**config.mk**
```make
export PLATFORM = sky130hd
export DESIGN_NAME = vfe_ram
export DESIGN_NICKNAME = d
export VERILOG_FILES = /design/src/vfe_ram.sv
export SDC_FILE = /design/constraint.sdc
export NUM_CORES = 2
export LEC_CHECK = 0
export ABC_CLOCK_PERIOD_IN_PS = 6900
export BUFFER_PORTS_ARGS = -buffer_cell sky130_fd_sc_hd__buf_2
export CAP_MARGIN = 20
export CORE_ASPECT_RATIO = 0.6
export CORE_UTILIZATION = 31
export CTS_CLUSTER_DIAMETER = 100
export DETAILED_ROUTE_END_ITERATION = 16
export PLACE_DENSITY_LB_ADDON = 0.15
export SYNTH_ARGS = -nofsm -noshare
export SYNTH_HDL_FRONTEND = slang
export SYNTH_SLANG_ARGS = --single-unit
```
**constraint.sdc**
```tcl
create_clock -name clock -period 6.9 [get_ports clock]
set_input_delay 1.38 -clock clock [delete_from_list [all_inputs] [get_ports clock]]
set_output_delay 1.38 -clock clock [all_outputs]
set_load 0.01 [all_outputs]
```
**src/vfe_ram.sv**
```systemverilog
// Generic single write port RAM with one registered read port.
`timescale 1ns / 1ps
module vfe_ram #(
   parameter int WIDTH = 8,
   parameter int DEPTH = 256
) (
   input  logic                     clock,
   input  logic                     we,
   input  logic [$clog2(DEPTH)-1:0] waddr,
   input  logic [WIDTH-1:0]         wdata,
   input  logic [$clog2(DEPTH)-1:0] raddr,
   output logic [WIDTH-1:0]         rdata
);
   logic [WIDTH-1:0] mem [DEPTH];
   logic [WIDTH-1:0] rdata_ff;

   always_ff @(posedge clock) begin
      if (we) begin
         mem[waddr] <= wdata;
      end
      rdata_ff <= mem[raddr];
   end

   assign rdata = rdata_ff;
endmodule

```
* Word-level counts from Yosys, hierarchy flattened
Memories as Yosys holds them, arrays and structs flattened. A register that Yosys moved wholly into a read port is not among the register bits. Index checks and enable logic that the tools add are counted.
Operators by class: multiplexer cells 2
Operators by type and width (number):
- 2-to-1 mux 1 bit | 2
Storage, ports and cells: output and inout port bits 8, memories 1, flip-flop bits (word level) 0, input port bits 26, word-level logic and storage cells 3, RAM bits 2048
Memories:
- mem | depth 256, width 8, read ports 1, clocked after Yosys merged registers in 1, write ports 1, RTL line 14 | logic [WIDTH-1:0] mem [DEPTH];

* Longest topological paths before layout
depth after elaboration 2, depth in mapped cells 11, depth with buffers taken out 6

* Least setup slack after synthesis
Ideal clock, no wire load.
kind input to register, from in raddr[0], to reg rdata_ff[2], in the netlist rdata[2] (read register of mem), path slack 3582 ps, data required time 6769 ps, library setup time 131 ps, buffers on the path 4, cell stages on the path 9, arrival time 3187 ps, cell sequence buf_6 > buf_12 > buf_8 > buf_2 > mux4_2 > a22oi_1 > a21oi_1 > nor4_1 > nor4_2
RTL lines:
- from (decl) | RTL line 11 | input logic [$clog2(DEPTH)-1:0] raddr,
- to (decl) | RTL line 15 | logic [WIDTH-1:0] rdata_ff;

==> parameters.txt <==
Parameter                              Value

STA
  Period utilization ... a little under two thirds
  Unrepaired setup endpoints after global routing ... no
  Final critical path time including I/O delays and setup ... between 4 and 5 ns
  Achievable frequency ... 229 MHz
  Final Hold Slack ... 1.00 ns
  Number of endpoints failing setup at the final stage ... 0
  Number of max-slew violations in the final report ... 0
  Worst Max-Slew Pin Slew ... around 1.3 ns
  Total Negative Setup Slacks ... 0 ns
  Max-Slew Margin vs Limit ... between 10% and 20%
  Final setup skew ... just under 0.06 ns
  Number of hold-slack violations in the final timing report ... 0

Power
  Proportion of power drawn by the clock network ... 42.7%
  Register share of total power ... between 50% and 60%
  Proportion of power drawn by combinational gates ... 5.1%
  Pwr per Cell Area ... around 290 nW/µm²
  Static Leak ... 27.3 nW
  Max VDD drop ... around 190 µV
  Switching portion of total power ... approximately 22%
  Power spent charging and discharging nets ... about 5.7 mW
  Design internal power ... between 20 and 25 mW

Drt
  Metal-1 WL ... roughly 120000 µm
  Starting DRC count in detailed routing ... just under 5000
  First-pass iteration count of the detailed router ... 5
  Routed length per placed instance ... roughly 32 µm
  Sum of met3 wire segment lengths after detailed routing ... ~21000 µm
  Via-to-Cell Ratio ... around 5.3
  Remaining routing DRC violations ... 0
  Post-route ant nets ... 0
  DR top layer ... met5
  Routed wl met2 ... between 90000 and 100000 µm
  Total routed wirelength ... roughly 240000 µm
  Vias ... 39200

Critical path
  Crit Reg-Reg Startpoint ... mem[100][4]
  Endpoint class of the critical path ... register
  Endpoint required time on the critical path ... 7.62 ns
  Data arrival time of the worst path ... about 5.1 ns
  Slowest Stage Delay on Critical Path ... roughly 1.0 ns
  Combined buffer and inverter count along the critical path ... 3
  Critical-path maximum fanout ... 38
  Top Family by Delay on Critical Path ... buffers and inverters
  Cell mode on critical path ... sky130_fd_sc_hd__nor4_1
  Type of the worst setup path ... in2reg
  Cell with the largest stage delay on the worst path ... sky130_fd_sc_hd__a211oi_1
  Cell Chain, Critical Path ... buf_8 -> buf_12 -> mux4_2 -> nor2b_1 -> a211oi_1 -> nor3_1 -> nor4_1 -> buf_4 -> nor4_1
  Launch point of the critical path ... raddr[0]
  Type of element launching the critical path ... input pin

Die
  Starting density of the core ... a little under a third
  Die Footprint ... between 200000 and 300000 µm²
  Core box area ... 254000 µm²
  Die height ... 394 µm
  Standard-cell row count ... ~140
  Ports placed on the boundary ... 34
  Horizontal die dimension ... about 660 µm

Logic synthesis
  EDFF count, synth ... between 2000 and 2500
  Main flop type after synthesis ... sky130_fd_sc_hd__edfxtp_1
  Post-Synth XOR/XNOR Area ... 0%
  Async set or reset register ratio after synthesis ... 0%
  Adder-cell share of the synthesized area ... 0%
  Post-synth cell types ... 55
  Dominant combinational cell family by area after synthesis ... multiplexers
  Seq/Total Area, Yosys ... between 70% and 80%
  Number of storage elements in the synthesis netlist ... about 2000
  Compound-gate portion of the synthesized area ... between 3 and 4%
  Number of cells produced by synthesis ... 3733
  Post-synthesis share of cell area spent on and, or, nand and nor gates ... under 10%
  Synthesized netlist net count ... 3759
  Post-synth design cell area ... 79600 µm²
  Mux cell area share after synthesis ... 14.6%
  Warnings, synthesis ... 0
  Average size of a mapped cell ... 21.3 µm²

Clock tree
  Clock transition at the register clock pins on the worst setup and hold paths after CTS ... 0.06 ns
  Post-CTS Hold Buffers ... 0
  Number of setup buffers added after CTS ... 0
  Gates resized, CTS repair ... 0
  Number of CTS-inserted buffers ... between 150 and 200
  Clock tree from TritonCTS ... yes
  Buffer cell driving the clock tree root ... sky130_fd_sc_hd__clkbuf_16
  Clock tree buffer depth ... 4
  Number of clock sinks seen by CTS ... a little over 2000
  H-tree levels ... 4
  Source-to-sink clock delay at the later pin of the worst-skew pair ... 0.86 ns

GRT
  Initial antenna violation count ... 30
  Maximum number of pins on one net before global-route repair ... approximately 180
  Total congestion overflow ... 0
  Global router's overall resource usage ... between 10% and 20%
  Wire length of the first global-routing pass ... 331000 µm
  Number of global-route vias before repair ... 38700

Cells and area
  Layout cells sized above 1 ... between 20% and 30%
  Commonest cells after routing, fill and taps aside ... sky130_fd_sc_hd__edfxtp_1 (2048), sky130_fd_sc_hd__mux4_2 (454), sky130_fd_sc_hd__nor2_1 (279)
  Most common library cell in the layout ignoring fill and taps ... sky130_fd_sc_hd__edfxtp_1
  Synth-to-Final Area Change ... 13.8%
  Area of all sequential standard cells ... around 62000 µm²
  Final net count ... slightly below 4000
  Area of the multi-input gates ... roughly 17000 µm²
  Number of fill cells ... 23500

Place
  Gpl congestion ... 0.807
  Number of port buffers ... 33
  HPWL reported at the end of detailed placement ... about 150000 µm

Worst hold path
  Hold Crit Class ... in2reg
  Hold path startpoint ... wdata[6]

Run
  Max-cap viol count ... 0

Run status
  Run status ... finished clean
[power groups by stage]
stage               sequential [mW]  clock [mW]  combinational, mW
finish                         13.8        11.3               1.36
global route                   13.8        12.0               1.44
CTS                            13.8        11.5               1.37
detailed placement             14.1           0               1.37
global placement               14.1           0               1.37
floorplan                      14.0           0              0.669
[sequential cells by signal (all words and copies together), names as in the netlist]
register / flops
mem: 2048
rdata: 8
[worst paths after layout]
check	endpoint	slack, ns	cells past startpoint
setup / recovery	rdata[4]	2.53	9
hold / removal	mem[90][6]	1.00	1
setup reg to reg	rdata[4]	3.78	7
hold reg to reg	rdata[3]	1.09	6
[through the flow]
stage / power [mW] / utilization (%) / cell area [µm²] / worst slack, ns / instances
3_5_place_dp: 15.4 / 33.0 / 83900 / 1.54 / 7053
3_3_place_gp: 15.4 / 33.0 / 83800 / 1.03 / 7048
4_1_cts: 26.7 / 35.6 / 90400 / 2.45 / 7403
6_report: 26.5 / 35.6 / 90500 / 2.53 / 7418
5_1_grt: 27.2 / 35.6 / 90500 / 2.46 / 7415
2_1_floorplan: 14.7 / - / 79600 / 3.58 / 3733
[per-layer routing]
metal  GRT usage, %  vias to the layer above
met2           23.8                     1493
li1               -                    16000
met3           5.09                      276
met4           2.83                        2
met1           29.9                    21500
met5              0                        -
[cell families (layout without fill, tap and decap cells)]
family / after synthesis / after routing
AOI/OAI and AO/OA: 385 / 385
DFF: 2056 / 2056
and+or+nand+nor: 466 / 466
other: 0 / 4
buffers and inverters: 235 / 509
muxes: 591 / 591
[synthesized netlist by cell type, types with 13 or more instances]
cell type	n	share of area (%)
sky130_fd_sc_hd__edfxtp_1	2048	77
sky130_fd_sc_hd__mux4_2	454	13
sky130_fd_sc_hd__nor2_1	282	1.3
sky130_fd_sc_hd__mux2i_1	134	1.7
sky130_fd_sc_hd__a22oi_1	133	1.3
sky130_fd_sc_hd__clkbuf_1	111	0.52
sky130_fd_sc_hd__a21oi_1	96	0.60
sky130_fd_sc_hd__o221ai_1	46	0.51
sky130_fd_sc_hd__nand3_1	34	0.21
sky130_fd_sc_hd__nand2_1	33	0.16
sky130_fd_sc_hd__buf_2	31	0.20
sky130_fd_sc_hd__nor2b_1	31	0.24
sky130_fd_sc_hd__o22ai_1	28	0.22
sky130_fd_sc_hd__buf_4	27	0.25
sky130_fd_sc_hd__nor4_1	24	0.19
sky130_fd_sc_hd__buf_1	22	0.10
sky130_fd_sc_hd__nor3_1	22	0.14
sky130_fd_sc_hd__buf_6	21	0.30
sky130_fd_sc_hd__a211oi_1	16	0.15
sky130_fd_sc_hd__a221oi_1	13	0.14
sky130_fd_sc_hd__buf_8	13	0.25
[final cells by class]
cell class | instances | share of cell area [%]
antenna | 4 | 0.0111
clock buffer | 235 | 5.72
clock inverter | 115 | 1.50
inverter | 2 | 0.00829
multi-input combinational | 1442 | 18.3
sequential | 2056 | 68.1
tap | 3407 | 4.71
timing repair buffer | 157 | 1.60
(Power assumes the default switching activity.)
